## src/sv/i2p_pkg.sv

```systemverilog
package i2p_pkg;

  localparam int STACK_DEPTH = 32;
  localparam int SP_W        = $clog2(STACK_DEPTH + 1);
  localparam int IDX_W       = $clog2(STACK_DEPTH);
  localparam int Q_DEPTH     = 2;
  localparam int QP_W        = (Q_DEPTH > 1) ? $clog2(Q_DEPTH) : 1;
  localparam int QC_W        = $clog2(Q_DEPTH + 1);

  localparam logic [7:0] CH_ADD    = 8'h2B;
  localparam logic [7:0] CH_SUB    = 8'h2D;
  localparam logic [7:0] CH_MUL    = 8'h2A;
  localparam logic [7:0] CH_DIV    = 8'h2F;
  localparam logic [7:0] CH_POW    = 8'h24;
  localparam logic [7:0] CH_LPAREN = 8'h28;
  localparam logic [7:0] CH_RPAREN = 8'h29;
  localparam logic [7:0] CH_NONE   = 8'h00;

  typedef enum logic [2:0] {
    OP_OPEN = 3'd0,
    OP_ADD  = 3'd1,
    OP_SUB  = 3'd2,
    OP_MUL  = 3'd3,
    OP_DIV  = 3'd4,
    OP_POW  = 3'd5
  } op_code_t;

  typedef enum logic [1:0] {
    K_OPER,
    K_LPAREN,
    K_RPAREN,
    K_OTHER
  } kind_t;

  typedef enum logic [1:0] {
    ST_OK        = 2'd0,
    ST_OVERFLOW  = 2'd1,
    ST_UNMATCHED = 2'd2
  } status_t;

  typedef enum logic [2:0] {
    S_IDLE,
    S_OPER,
    S_LPAREN,
    S_RPAREN,
    S_OTHER,
    S_END
  } back_state_t;

  typedef struct packed {
    kind_t      kind;
    op_code_t   opc;
    logic [7:0] ch;
    logic       last;
  } cmd_t;

  typedef struct packed {
    logic [7:0] ch;
    logic       run_last;
    logic       expr_done;
    status_t    status;
  } res_t;

  function automatic logic [1:0] op_prec(input op_code_t code);
    logic [1:0] p;
    case (code)
      OP_ADD:  p = 2'd1;
      OP_SUB:  p = 2'd1;
      OP_MUL:  p = 2'd2;
      OP_DIV:  p = 2'd2;
      OP_POW:  p = 2'd3;
      default: p = 2'd0;
    endcase
    return p;
  endfunction

  function automatic logic [7:0] op_char(input op_code_t code);
    logic [7:0] c;
    case (code)
      OP_OPEN: c = CH_LPAREN;
      OP_ADD:  c = CH_ADD;
      OP_SUB:  c = CH_SUB;
      OP_MUL:  c = CH_MUL;
      OP_DIV:  c = CH_DIV;
      OP_POW:  c = CH_POW;
      default: c = CH_NONE;
    endcase
    return c;
  endfunction

endpackage

```

## src/sv/i2p_front.sv

```systemverilog
module i2p_front (
  input  logic          in_valid,
  output logic          in_stall,
  input  logic [7:0]    in_char,
  input  logic          in_expr_last,
  input  logic          q_full,
  output logic          q_push,
  output i2p_pkg::cmd_t q_cmd
);
  import i2p_pkg::*;

  assign in_stall = q_full;
  assign q_push   = in_valid && !q_full;

  always_comb begin
    q_cmd      = '0;
    q_cmd.ch   = in_char;
    q_cmd.last = in_expr_last;
    case (in_char)
      CH_ADD: begin
        q_cmd.kind = K_OPER;
        q_cmd.opc  = OP_ADD;
      end
      CH_SUB: begin
        q_cmd.kind = K_OPER;
        q_cmd.opc  = OP_SUB;
      end
      CH_MUL: begin
        q_cmd.kind = K_OPER;
        q_cmd.opc  = OP_MUL;
      end
      CH_DIV: begin
        q_cmd.kind = K_OPER;
        q_cmd.opc  = OP_DIV;
      end
      CH_POW: begin
        q_cmd.kind = K_OPER;
        q_cmd.opc  = OP_POW;
      end
      CH_LPAREN: begin
        q_cmd.kind = K_LPAREN;
        q_cmd.opc  = OP_OPEN;
      end
      CH_RPAREN: begin
        q_cmd.kind = K_RPAREN;
        q_cmd.opc  = OP_OPEN;
      end
      default: begin
        q_cmd.kind = K_OTHER;
        q_cmd.opc  = OP_OPEN;
      end
    endcase
  end

endmodule

```

## src/sv/i2p_queue.sv

```systemverilog
module i2p_queue (
  input  logic          clk,
  input  logic          rst_n,
  input  logic          push,
  input  i2p_pkg::cmd_t push_cmd,
  output logic          full,
  input  logic          pop,
  output logic          valid,
  output i2p_pkg::cmd_t pop_cmd
);
  import i2p_pkg::*;

  cmd_t            mem_r [Q_DEPTH];
  logic [QP_W-1:0] wr_ptr_r, wr_ptr_nxt;
  logic [QP_W-1:0] rd_ptr_r, rd_ptr_nxt;
  logic [QC_W-1:0] cnt_r, cnt_nxt;
  logic            do_push, do_pop;

  assign full    = (cnt_r == QC_W'(Q_DEPTH));
  assign valid   = (cnt_r != '0);
  assign pop_cmd = mem_r[rd_ptr_r];
  assign do_push = push && !full;
  assign do_pop  = pop && valid;

  always_comb begin
    wr_ptr_nxt = wr_ptr_r;
    rd_ptr_nxt = rd_ptr_r;
    cnt_nxt    = cnt_r;
    if (do_push) begin
      wr_ptr_nxt = (wr_ptr_r == QP_W'(Q_DEPTH - 1)) ? '0 : wr_ptr_r + 1'b1;
    end
    if (do_pop) begin
      rd_ptr_nxt = (rd_ptr_r == QP_W'(Q_DEPTH - 1)) ? '0 : rd_ptr_r + 1'b1;
    end
    if (do_push && !do_pop) begin
      cnt_nxt = cnt_r + 1'b1;
    end else if (do_pop && !do_push) begin
      cnt_nxt = cnt_r - 1'b1;
    end
  end

  always_ff @(posedge clk) begin
    if (!rst_n) begin
      wr_ptr_r <= '0;
      rd_ptr_r <= '0;
      cnt_r    <= '0;
    end else begin
      wr_ptr_r <= wr_ptr_nxt;
      rd_ptr_r <= rd_ptr_nxt;
      cnt_r    <= cnt_nxt;
    end
  end

  always_ff @(posedge clk) begin
    if (do_push) begin
      mem_r[wr_ptr_r] <= push_cmd;
    end
  end

endmodule

```

## src/sv/i2p_back.sv

```systemverilog
module i2p_back (
  input  logic          clk,
  input  logic          rst_n,
  input  logic          q_valid,
  input  i2p_pkg::cmd_t q_cmd,
  output logic          q_pop,
  output logic          out_valid,
  input  logic          out_stall,
  output logic [7:0]    out_char,
  output logic          out_run_last,
  output logic          out_expr_done,
  output logic [1:0]    out_status
);
  import i2p_pkg::*;

  back_state_t      state_r, state_nxt;
  cmd_t             cmd_r, cmd_nxt;
  logic             last_r, last_nxt;
  logic [SP_W-1:0]  sp_r, sp_nxt;
  op_code_t         stack_r [STACK_DEPTH];
  res_t             pend_r, pend_nxt;
  logic             pend_valid_r, pend_valid_nxt;
  res_t             out_r, out_nxt;
  logic             out_valid_r, out_valid_nxt;

  logic [SP_W-1:0]  sp_m1;
  op_code_t         top_code;
  logic             has_ops, stack_full;
  logic             out_room, emit_room;
  logic             emit_en, flush_en, direct_en, push_en;
  res_t             emit_res;
  op_code_t         push_code;
  logic             fin_flush, fin_direct, fin_done;

  // entry zero is the implicit open mark and is never written
  assign sp_m1      = sp_r - 1'b1;
  assign top_code   = (sp_r <= SP_W'(1)) ? OP_OPEN : stack_r[sp_m1[IDX_W-1:0]];
  assign has_ops    = (sp_r > SP_W'(1));
  assign stack_full = (sp_r == SP_W'(STACK_DEPTH));

  assign out_room  = !out_valid_r || !out_stall;
  assign emit_room = !pend_valid_r || out_room;

  // the last word of an item waits in pend until the item is known to be done
  assign fin_flush  = pend_valid_r && out_room;
  assign fin_direct = !pend_valid_r && last_r && out_room;
  assign fin_done   = pend_valid_r ? out_room : (!last_r || out_room);

  always_comb begin
    state_nxt = state_r;
    cmd_nxt   = cmd_r;
    last_nxt  = last_r;
    sp_nxt    = sp_r;
    q_pop     = 1'b0;
    emit_en   = 1'b0;
    emit_res  = '0;
    flush_en  = 1'b0;
    direct_en = 1'b0;
    push_en   = 1'b0;
    push_code = OP_OPEN;
    case (state_r)
      S_IDLE: begin
        if (q_valid) begin
          q_pop    = 1'b1;
          cmd_nxt  = q_cmd;
          last_nxt = q_cmd.last;
          case (q_cmd.kind)
            K_OPER:   state_nxt = S_OPER;
            K_LPAREN: state_nxt = S_LPAREN;
            K_RPAREN: state_nxt = S_RPAREN;
            default:  state_nxt = S_OTHER;
          endcase
        end
      end
      S_OPER: begin
        if (has_ops && (op_prec(top_code) >= op_prec(cmd_r.opc))) begin
          if (emit_room) begin
            emit_en     = 1'b1;
            emit_res.ch = op_char(top_code);
            sp_nxt      = sp_m1;
          end
        end else if (stack_full) begin
          if (emit_room) begin
            emit_en            = 1'b1;
            emit_res.expr_done = 1'b1;
            emit_res.status    = ST_OVERFLOW;
            sp_nxt             = SP_W'(1);
            last_nxt           = 1'b0;
            state_nxt          = S_END;
          end
        end else begin
          push_en   = 1'b1;
          push_code = cmd_r.opc;
          sp_nxt    = sp_r + 1'b1;
          state_nxt = S_END;
        end
      end
      S_LPAREN: begin
        if (stack_full) begin
          if (emit_room) begin
            emit_en            = 1'b1;
            emit_res.expr_done = 1'b1;
            emit_res.status    = ST_OVERFLOW;
            sp_nxt             = SP_W'(1);
            last_nxt           = 1'b0;
            state_nxt          = S_END;
          end
        end else begin
          push_en   = 1'b1;
          push_code = OP_OPEN;
          sp_nxt    = sp_r + 1'b1;
          state_nxt = S_END;
        end
      end
      S_RPAREN: begin
        if (has_ops && (top_code != OP_OPEN)) begin
          if (emit_room) begin
            emit_en     = 1'b1;
            emit_res.ch = op_char(top_code);
            sp_nxt      = sp_m1;
          end
        end else if (has_ops) begin
          // drop the matching open mark
          sp_nxt    = sp_m1;
          state_nxt = S_END;
        end else if (emit_room) begin
          emit_en            = 1'b1;
          emit_res.expr_done = 1'b1;
          emit_res.status    = ST_UNMATCHED;
          sp_nxt             = SP_W'(1);
          last_nxt           = 1'b0;
          state_nxt          = S_END;
        end
      end
      S_OTHER: begin
        if (emit_room) begin
          emit_en     = 1'b1;
          emit_res.ch = cmd_r.ch;
          state_nxt   = S_END;
        end
      end
      S_END: begin
        if (last_r && (top_code != OP_OPEN)) begin
          if (emit_room) begin
            emit_en     = 1'b1;
            emit_res.ch = op_char(top_code);
            sp_nxt      = sp_m1;
          end
        end else begin
          if (last_r) begin
            sp_nxt = SP_W'(1);
          end
          flush_en  = fin_flush;
          direct_en = fin_direct;
          if (fin_done) begin
            state_nxt = S_IDLE;
          end
        end
      end
      default: state_nxt = S_IDLE;
    endcase
  end

  always_comb begin
    pend_nxt       = pend_r;
    pend_valid_nxt = pend_valid_r;
    out_nxt        = out_r;
    out_valid_nxt  = out_valid_r && out_stall;
    if (emit_en) begin
      if (pend_valid_r) begin
        out_nxt       = pend_r;
        out_valid_nxt = 1'b1;
      end
      pend_nxt       = emit_res;
      pend_valid_nxt = 1'b1;
    end else if (flush_en) begin
      out_nxt           = pend_r;
      out_nxt.run_last  = 1'b1;
      out_nxt.expr_done = pend_r.expr_done || last_r;
      out_valid_nxt     = 1'b1;
      pend_valid_nxt    = 1'b0;
    end else if (direct_en) begin
      out_nxt           = '0;
      out_nxt.ch        = CH_NONE;
      out_nxt.run_last  = 1'b1;
      out_nxt.expr_done = 1'b1;
      out_nxt.status    = ST_OK;
      out_valid_nxt     = 1'b1;
    end
  end

  always_ff @(posedge clk) begin
    if (!rst_n) begin
      state_r      <= S_IDLE;
      sp_r         <= SP_W'(1);
      pend_valid_r <= 1'b0;
      out_valid_r  <= 1'b0;
    end else begin
      state_r      <= state_nxt;
      sp_r         <= sp_nxt;
      pend_valid_r <= pend_valid_nxt;
      out_valid_r  <= out_valid_nxt;
    end
  end

  always_ff @(posedge clk) begin
    cmd_r  <= cmd_nxt;
    last_r <= last_nxt;
    pend_r <= pend_nxt;
    out_r  <= out_nxt;
    if (push_en) begin
      stack_r[sp_r[IDX_W-1:0]] <= push_code;
    end
  end

  assign out_valid     = out_valid_r;
  assign out_char      = out_r.ch;
  assign out_run_last  = out_r.run_last;
  assign out_expr_done = out_r.expr_done;
  assign out_status    = out_r.status;

endmodule

```

## src/sv/infix_to_postfix_converter_unit.sv

```systemverilog
// Channel  Valid      Stall       Fields
// input    in_valid   in_stall    in_char[7:0], in_expr_last
// output   out_valid  out_stall   out_char[7:0], out_run_last, out_expr_done, out_status[1:0]
//
// A character is dispatched from the queue, its result words are emitted, a push or the
// drop of a matched open mark follows, and a closing step ends it. The status-only
// word that ends an expression whose last character gives no word is registered
// for output in the closing step.
// The back sequencer moves one operator per cycle through its single stack read while its output has room.
// A two-word queue lets the input side run ahead of the stack sequencer.
// Reset (rst_n low, synchronous) empties the queue and leaves the open mark alone
// on the stack.
// A stalled output holds its word; the sequencer waits while its held word has
// nowhere to go.
module infix_to_postfix_converter_unit (
  input  logic       clk,
  input  logic       rst_n,
  input  logic       in_valid,
  output logic       in_stall,
  input  logic [7:0] in_char,
  input  logic       in_expr_last,
  output logic       out_valid,
  input  logic       out_stall,
  output logic [7:0] out_char,
  output logic       out_run_last,
  output logic       out_expr_done,
  output logic [1:0] out_status
);
  import i2p_pkg::*;

  logic q_full, q_push, q_valid, q_pop;
  cmd_t push_cmd, pop_cmd;

  i2p_front u_front (
    .in_valid     (in_valid),
    .in_stall     (in_stall),
    .in_char      (in_char),
    .in_expr_last (in_expr_last),
    .q_full       (q_full),
    .q_push       (q_push),
    .q_cmd        (push_cmd)
  );

  i2p_queue u_queue (
    .clk      (clk),
    .rst_n    (rst_n),
    .push     (q_push),
    .push_cmd (push_cmd),
    .full     (q_full),
    .pop      (q_pop),
    .valid    (q_valid),
    .pop_cmd  (pop_cmd)
  );

  i2p_back u_back (
    .clk           (clk),
    .rst_n         (rst_n),
    .q_valid       (q_valid),
    .q_cmd         (pop_cmd),
    .q_pop         (q_pop),
    .out_valid     (out_valid),
    .out_stall     (out_stall),
    .out_char      (out_char),
    .out_run_last  (out_run_last),
    .out_expr_done (out_expr_done),
    .out_status    (out_status)
  );

  a_pop_needs_word: assert property (@(posedge clk) disable iff (!rst_n)
    q_pop |-> q_valid)
    else $error("sequencer took a word from an empty queue");

  a_error_word_form: assert property (@(posedge clk) disable iff (!rst_n)
    (out_valid && (out_status != ST_OK)) |->
      (out_expr_done && out_run_last && (out_char == CH_NONE)))
    else $error("error word is not a final status-only word");

  a_done_ends_run: assert property (@(posedge clk) disable iff (!rst_n)
    (out_valid && out_expr_done) |-> out_run_last)
    else $error("expression end word does not close its run");

  a_status_code: assert property (@(posedge clk) disable iff (!rst_n)
    out_valid |-> (out_status != 2'd3))
    else $error("unused status code on output");

endmodule
```

## config.mk

```make
export PLATFORM = sky130hd
export DESIGN_NAME = infix_to_postfix_converter_unit
export DESIGN_NICKNAME = d
export VERILOG_FILES = /design/src/sv/i2p_pkg.sv /design/src/sv/i2p_front.sv /design/src/sv/i2p_queue.sv /design/src/sv/i2p_back.sv /design/src/sv/infix_to_postfix_converter_unit.sv
export SDC_FILE = /design/constraint.sdc
export NUM_CORES = 1
export LEC_CHECK = 0
export BUFFER_PORTS_ARGS = -buffer_cell sky130_fd_sc_hd__buf_4
export CORE_UTILIZATION = 45
export DETAILED_ROUTE_END_ITERATION = 6
export SETUP_SLACK_MARGIN = 0.15
export SYNTH_ARGS = -nofsm -noshare
export SYNTH_HDL_FRONTEND = slang
export SYNTH_HIERARCHICAL = 1
export SYNTH_SLANG_ARGS = --single-unit
export TNS_END_PERCENT = 20
```

## constraint.sdc

```tcl
create_clock -name clk -period 6.6 [get_ports clk]
set_input_delay 1.65 -clock clk [delete_from_list [all_inputs] [get_ports clk]]
set_output_delay 1.65 -clock clk [all_outputs]
set_load 0.02 [all_outputs]
```

* Word level (Yosys, flattened, before mapping) *
Memory sizes are Yosys's and may differ from the RTL's. A register that Yosys moved wholly into a read port is not among the register bits.
Cells that the tools add are included.

cells by class
  multiply operators = 0
  reductions and logical operators = 42
  $add $sub $neg = 6
  magnitude comparators = 3
  bitwise gates (word level) = 0
  div/mod/pow operators = 0
  equal/unequal tests = 34
  shift operators = 0
  muxes and demuxes = 86

operators by type and width
  operator               count
  $eq A8 B6 Y1 const B   7
  $mux W3                18
  $mux W12               4
  $mux W6                8
  $mux W8                5
  $pmux W6 S6            1
  $mux W1                35
  $pmux W5 S7            1
  $pmux W8 S4            1
  $pmux W6 S4            1
  $eq A3 B2 Y1 const B   6
  $eq A3 B3 Y1 const B   6
  $pmux W3 S3            2
  $pmux W3 S6            1
  $logic_and A1 B1 Y1    12
  $pmux W2 S3            2
  $ne A2 B2 Y1 const B   5
  $reduce_and A5 Y1      2
  $eq A3 B1 Y1 const B   3
  $mux W2                4
  $reduce_bool A4 Y1     2
  $reduce_or A2 Y1       4
  $logic_not A1 Y1       7
  $add A6 B1 Y6 const B  1
  21 further kinds       33

word-level totals
  memory bits (read-only) = 0
  input bits = 13
  output and inout bits = 14
  word-level logic and storage cells = 190
  memory bits (writable) = 124
  register bits = 50
  memories = 2
  bits in latches = 0

memories
  name            depth  bits a word  read ports  clocked after Yosys merged registers in  wr ports  line             text
  u_back.stack_r  32     3            1           0                                        1         i2p_back.sv:20   op_code_t stack_r [STACK_DEPTH];
  u_queue.mem_r   2      14           1           1                                        1         i2p_queue.sv:13  cmd_t mem_r [Q_DEPTH];

* Depth between registers and ports, before layout *
An unclocked memory read counts as a cell.

  word-level depth = 13
  mapped depth = 24
  gate-level depth less buffers = 19

* Modules after synthesis *
The synthesis kept the hierarchy.

modules (own cells, without submodules)
  module     instances  cells each  area an instance (um2)
  i2p_back   1          519         6846.6
  i2p_queue  1          68          1239.9
  i2p_front  1          31          217.7

* Worst setup path after synthesis *
OpenSTA, ideal clock, no wires.

  path kind = register to register
  start = register u_back.sp_r[0]
  end = register u_back.out_r (netlist bit u_back/out_char[0]) (enable)
  data arrival time = 5481 ps
  stages on the path, launching flop included = 23
  setup slack = 822 ps
  clock period less this slack = 5778 ps
  required time = 6303 ps
  setup time = 297 ps
  path buffers = 5
  cells stage by stage = dfxtp_1 buf_2 buf_4 buf_4 inv_1 ha_1 clkbuf_1 clkbuf_1 mux2_2 o22ai_1 nor4_2 nor4_4 nor2_1 mux2_2 ha_1 nand2b_1 a21oi_1 o21ai_0 a22oi_1 o21ai_0 o31a_2 o21a_1 a31o_1

on the way
  cells in the longest elaborated chain, start to end = 13
  elaborated cells between the ends (all ways) = 33
  those cells by class = add/sub (1); order compare (3); eq/ne (7); mux (13); reduce/logical (8); memory (1)

ends and longest elaborated chain
  element                                                              line             text
  start, declared                                                      i2p_back.sv:19   logic [SP_W-1:0] sp_r, sp_nxt;
  start signal, assigned                                               i2p_back.sv:200  sp_r <= sp_nxt;
  $sub A6 B1 Y6                                                        i2p_back.sv:36   assign sp_m1 = sp_r - 1'b1;
  $mem_v2 Z32 W3                                                       -
  $mux W3                                                              i2p_back.sv:37   assign top_code = (sp_r <= SP_W'(1)) ? OP_OPEN : stack_r[sp_m1[IDX_W-1:0]];
  $eq A3 B2 Y1, or another cell as far along                           i2p_pkg.sv:66    case (code)
  $reduce_or A2 Y1 (no source line)                                    -
  $pmux W2 S3                                                          i2p_pkg.sv:66
  $mux W2                                                              i2p_back.sv:61   case (state_r)
  $ge A2 B2 Y1                                                         i2p_back.sv:76   if (has_ops && (op_prec(top_code) >= op_prec(cmd_r.opc))) begin
  $logic_and A1 B1 Y1                                                  i2p_back.sv:76
  $mux W1                                                              i2p_back.sv:76
  $pmux W1 S5 *                                                        i2p_back.sv:61
  net u_back.emit_en                                                   i2p_back.sv:30   logic emit_en, flush_en, direct_en, push_en;
  $ne A2 B1 Y1 (no source line) or $reduce_bool A3 Y1 (tied branches)  -
  $reduce_and A2 Y1 (no source line) *                                 -
  end signal, assigned                                                 i2p_back.sv:210  out_r <= out_nxt;
  end, declared                                                        i2p_back.sv:23   res_t out_r, out_nxt;

The timed path passes the listed nets; every way through them passes the cells marked *. The select of a mux whose other input is x is not followed.
A chain may end at the register's enable or synchronous reset.

* Worst setup path after layout *
  start = register u_back.sp_r[1]
  end = register u_back.out_r (netlist bit u_back/out_char[4]) (enable)

Same word-level chain as after synthesis.

==> flow_metrics.py <==
metrics = {
    "yosys": {
        "synth.cell_area_mm2": 0.008304,
        "synthTopCellsByArea": "edfxtp_1 (57%), mux4_2 (4.6%), mux2_2 (4.5%)",
        "async_flop_share_pct": 0,
        "synth_cells": 618,
        "ys_warn_count": 6,
        "syn_nets": 643,
        "seq_area_frac_synth_pct": 61.35,
        "ys_ff_latch": 175,
        "synth_area_leader_cell": "edfxtp_1",
        "synth_edf_count": 159,
        "synth_top_area_share_pct": 57.50,
        "synth-main-ff-cell": "edfxtp_1",
        "ys_types": 81,
        "avgSynthCellArea_um2": 13.44,
    },
    "setup_path": {
        "critical-path-top-delay-family": "compound AO/OA/AOI/OAI gates",
        "path_cells": "inv_1 -> ha_1 -> nor3b_1 -> xnor2_1 -> nand2_1 -> nor3_1 -> nor4_4 -> nor2_1 -> mux2_2 -> ha_1 -> nand2b_1 -> a21oi_1 -> o21ai_0 -> a22oi_1 -> o21ai_0 -> o21a_1 -> o31a_2 -> o21a_1 -> a31o_1",
        "cp_max_fo": 16,
        "cp_slowest_cell": "xnor2_1",
        "r2r.worst_path.cells": 19,
        "crit_buf_inv": 1,
        "path_class": "reg -> reg",
        "cp.required_ns": 6.67,
        "cp.arrival_ns": 5.86,
        "critPathMaxStageDelay_ns": 0.65,
        "critPathLaunchType": "flip-flop",
        "end_kind": "flip-flop",
        "reg2reg_slack_ns": 0.81,
        "path_depth": 19,
    },
    "timing": {
        "clock_skew_ns": 0.01004,
        "slew_headroom_pct": 12.48,
        "hold_viol": 0,
        "final_max_slew_viol_count": 0,
        "fmax_mhz": 172.6,
        "finalSetupViolations": 0,
        "rsz0062_at_grt": "no",
        "finalCritPeriodShare_pct": 87.77,
        "post-route-min-period_ns": 5.793,
        "timing.setup.tns_ns": 0,
        "worst_slew_pin_slew_ns": 1.313,
    },
    "drt": {
        "drt_wl_total_um": 17070,
        "drt_iter0_markers": 543,
        "avgRoutedWirePerCell_um": 19.67,
        "viasPerCell": 5.879,
        "drtAntennaViolNets": 0,
        "drc": 0,
        "via_count": 5103,
        "dr.pass1.iters": 6,
    },
    "place": {
        "portBuffers": 26,
        "dpl.hpwl_um": 11510,
        "gp_congestion": 0.9115,
        "place_area_mm2": 0.008607,
    },
    "power_and_ir_drop": {
        "leakage_uw": 0.003141,
        "max-vdd-ir-drop_uv": 228.9,
        "p_per_area_mw_per_mm2": 478.3,
    },
    "die": {
        "die_area_mm2": 0.01900,
        "initial_core_util_pct": 46.07,
        "fp.coreArea_mm2": 0.01802,
        "fp.dieH_um": 137.8,
        "die_x_um": 137.8,
        "num_rows": 49,
        "ios": 27,
    },
    "clock_tree": {
        "cts_setup_buffers": 0,
        "cts_hold_buffers": 0,
        "cts.sinks": 175,
        "h-tree-depth": 4,
        "path_clk_slew_ns": 0.07,
        "cts_buffers": 17,
        "clockBufferDepth": 2,
        "clk_latency_ns": 0.43,
        "cts_tree": "done",
        "cts_root_buf": "clkbuf_16",
        "post_cts_resized": 0,
    },
    "cells_and_area": {
        "antennaDiodeCount": 0,
        "drive_gt1_share_pct": 20.97,
        "final_nets": 651,
        "syn_to_final_growth_pct": 11.27,
        "stdcell_area_mm2": 0.009240,
    },
    "global_route": {
        "grt_antenna_before_repair": 0,
        "grt_pass1_vias": 4827,
        "grt_max_degree": 33,
        "grt_pass1_wl_um": 26480,
        "grt.overflow.total": 0,
        "grt_use_total_pct": 19.05,
    },
    "run": {
        "cap_violations": 0,
    },
    "min_path": {
        "hold_depth": 1,
        "hold_class": "reg -> reg",
    },
    "run_status": {
        "status": "finished, final reports clean",
    },
}
[area by class of cell]
cell class | count | area, um^2
Sequential cell | 175 | 5095
Multi-Input combinational cell | 384 | 2920
Fill cell | 1536 | 8785
Inverter | 18 | 67.56
Timing Repair Buffer | 30 | 237.7
Tap cell | 229 | 286.5
Clock buffer | 17 | 425.4
Clock inverter | 15 | 207.7
[layer usage]
metal | track usage (%) | vias up | share of wire (%)
met5 | 0 | - | 0
met4 | 7.729 | 0 | 2.1
met3 | 4.231 | 25 | 6.3
met2 | 28.94 | 201 | 47
met1 | 26.39 | 2521 | 44
li1 | - | 2356 | -
[path summary, 6_finish.rpt]
| path | from | to |
|---|---|---|
| min reg2reg | u_back/cmd_r[7] | u_back/pend_r[10] |
| min | u_back/cmd_r[7] | u_back/pend_r[10] |
| max | u_back/sp_r[1] | u_back/out_char[4] |
| max reg2reg | u_back/sp_r[1] | u_back/out_char[4] |
[registers in the layout, indices dropped and copies added, names as in the netlist, 2 cells and up, named ones only]
signal	cells
u_back/pend_r	11
u_back/out_status	2
u_queue/mem_r	28
u_back/sp_r	6
u_back/stack_r	96
u_back/cmd_r	11
u_back/out_char	8
u_back/state_r	3
u_queue/cnt_r	2
[power breakdown]
part | internal, uW | switching (uW)
Clock | 639 | 428
Combinational | 677 | 1120
Sequential | 1450 | 104
Total | 2770 | 1650
[cell families (layout without fill, tap and decap cells)]
kind of cell | after synthesis | count (layout) | synth area share [%]
adders and majority gates | 12 | 12 | 1.808
and+or+nand+nor | 194 | 194 | 12.28
xor gates and xnor gates | 11 | 11 | 1.251
buffers and inverters | 59 | 80 | 3.480
DFF | 175 | 175 | 61.35
muxes | 55 | 55 | 9.688
AOI/OAI and AO/OA | 112 | 112 | 10.14
[placed cells by master (no fill, tap or decap), types with 4 or more instances in the layout]
master	count
and3_1	10
nand3b_1	4
bufinv_16	4
edfxtp_1	159
inv_1	17
mux4_2	17
ha_1	12
mux2i_1	5
o21a_1	6
or3_1	5
buf_4	29
nand2_1	38
nand2b_1	6
o21ai_0	21
nand3_1	14
nor2b_1	13
clkbuf_16	17
nor3_1	12
xor2_1	4
a211oi_1	4
o22ai_1	11
mux2_2	33
nand4_1	4
and2_1	11
nor2_1	56
dfxtp_1	16
xnor2_1	6
a21oi_1	15
[cell usage after synthesis (3+ instances only)]
cell type	count
xor2_1	4
and2_1	11
o21a_1	6
nand3b_1	4
a211oi_1	4
nor3_1	12
nor2b_1	13
a21oi_1	15
nand4_1	4
or2_2	3
xnor2_1	6
buf_4	12
o22ai_1	11
edfxtp_1	159
a21boi_0	3
nand3_1	14
mux2i_1	5
mux2_2	33
and3_1	10
dfxtp_1	16
mux4_2	17
or3_1	5
a32oi_1	3
nor4_1	3
ha_1	12
a21o_1	3
nand2b_1	6
a22oi_1	3
o21ai_0	21
nand2_1	38
a22o_1	3
a31oi_1	3
nor2_1	56
buf_2	5
clkbuf_1	21
inv_1	17
[stage by stage]
step	util [%]	worst slack [ns]	std cells	hold WS [ns]	total power, uW
after detailed placement	47.75	0.8990	836	0.5098	3363
after global routing	51.26	0.2844	868	0.5491	4647
after CTS	51.26	0.8616	868	0.5259	4432
final	51.26	0.8070	868	0.5215	4420
after global placement	47.75	1.043	836	0.4967	3334
after floorplan	-	0.8217	618	0.4785	2930
[worst register-to-register path: cells and delay by family, from the launching register on]
family | cells | cell delay, ns
compound gates | 8 | 1.88
simple gates | 6 | 1.17
xor+xnor | 1 | 0.65
fa+ha+maj | 2 | 0.60
flops | 1 | 0.56
mux | 1 | 0.37
buf+inv | 1 | 0.19
(Power assumes the default switching activity.)
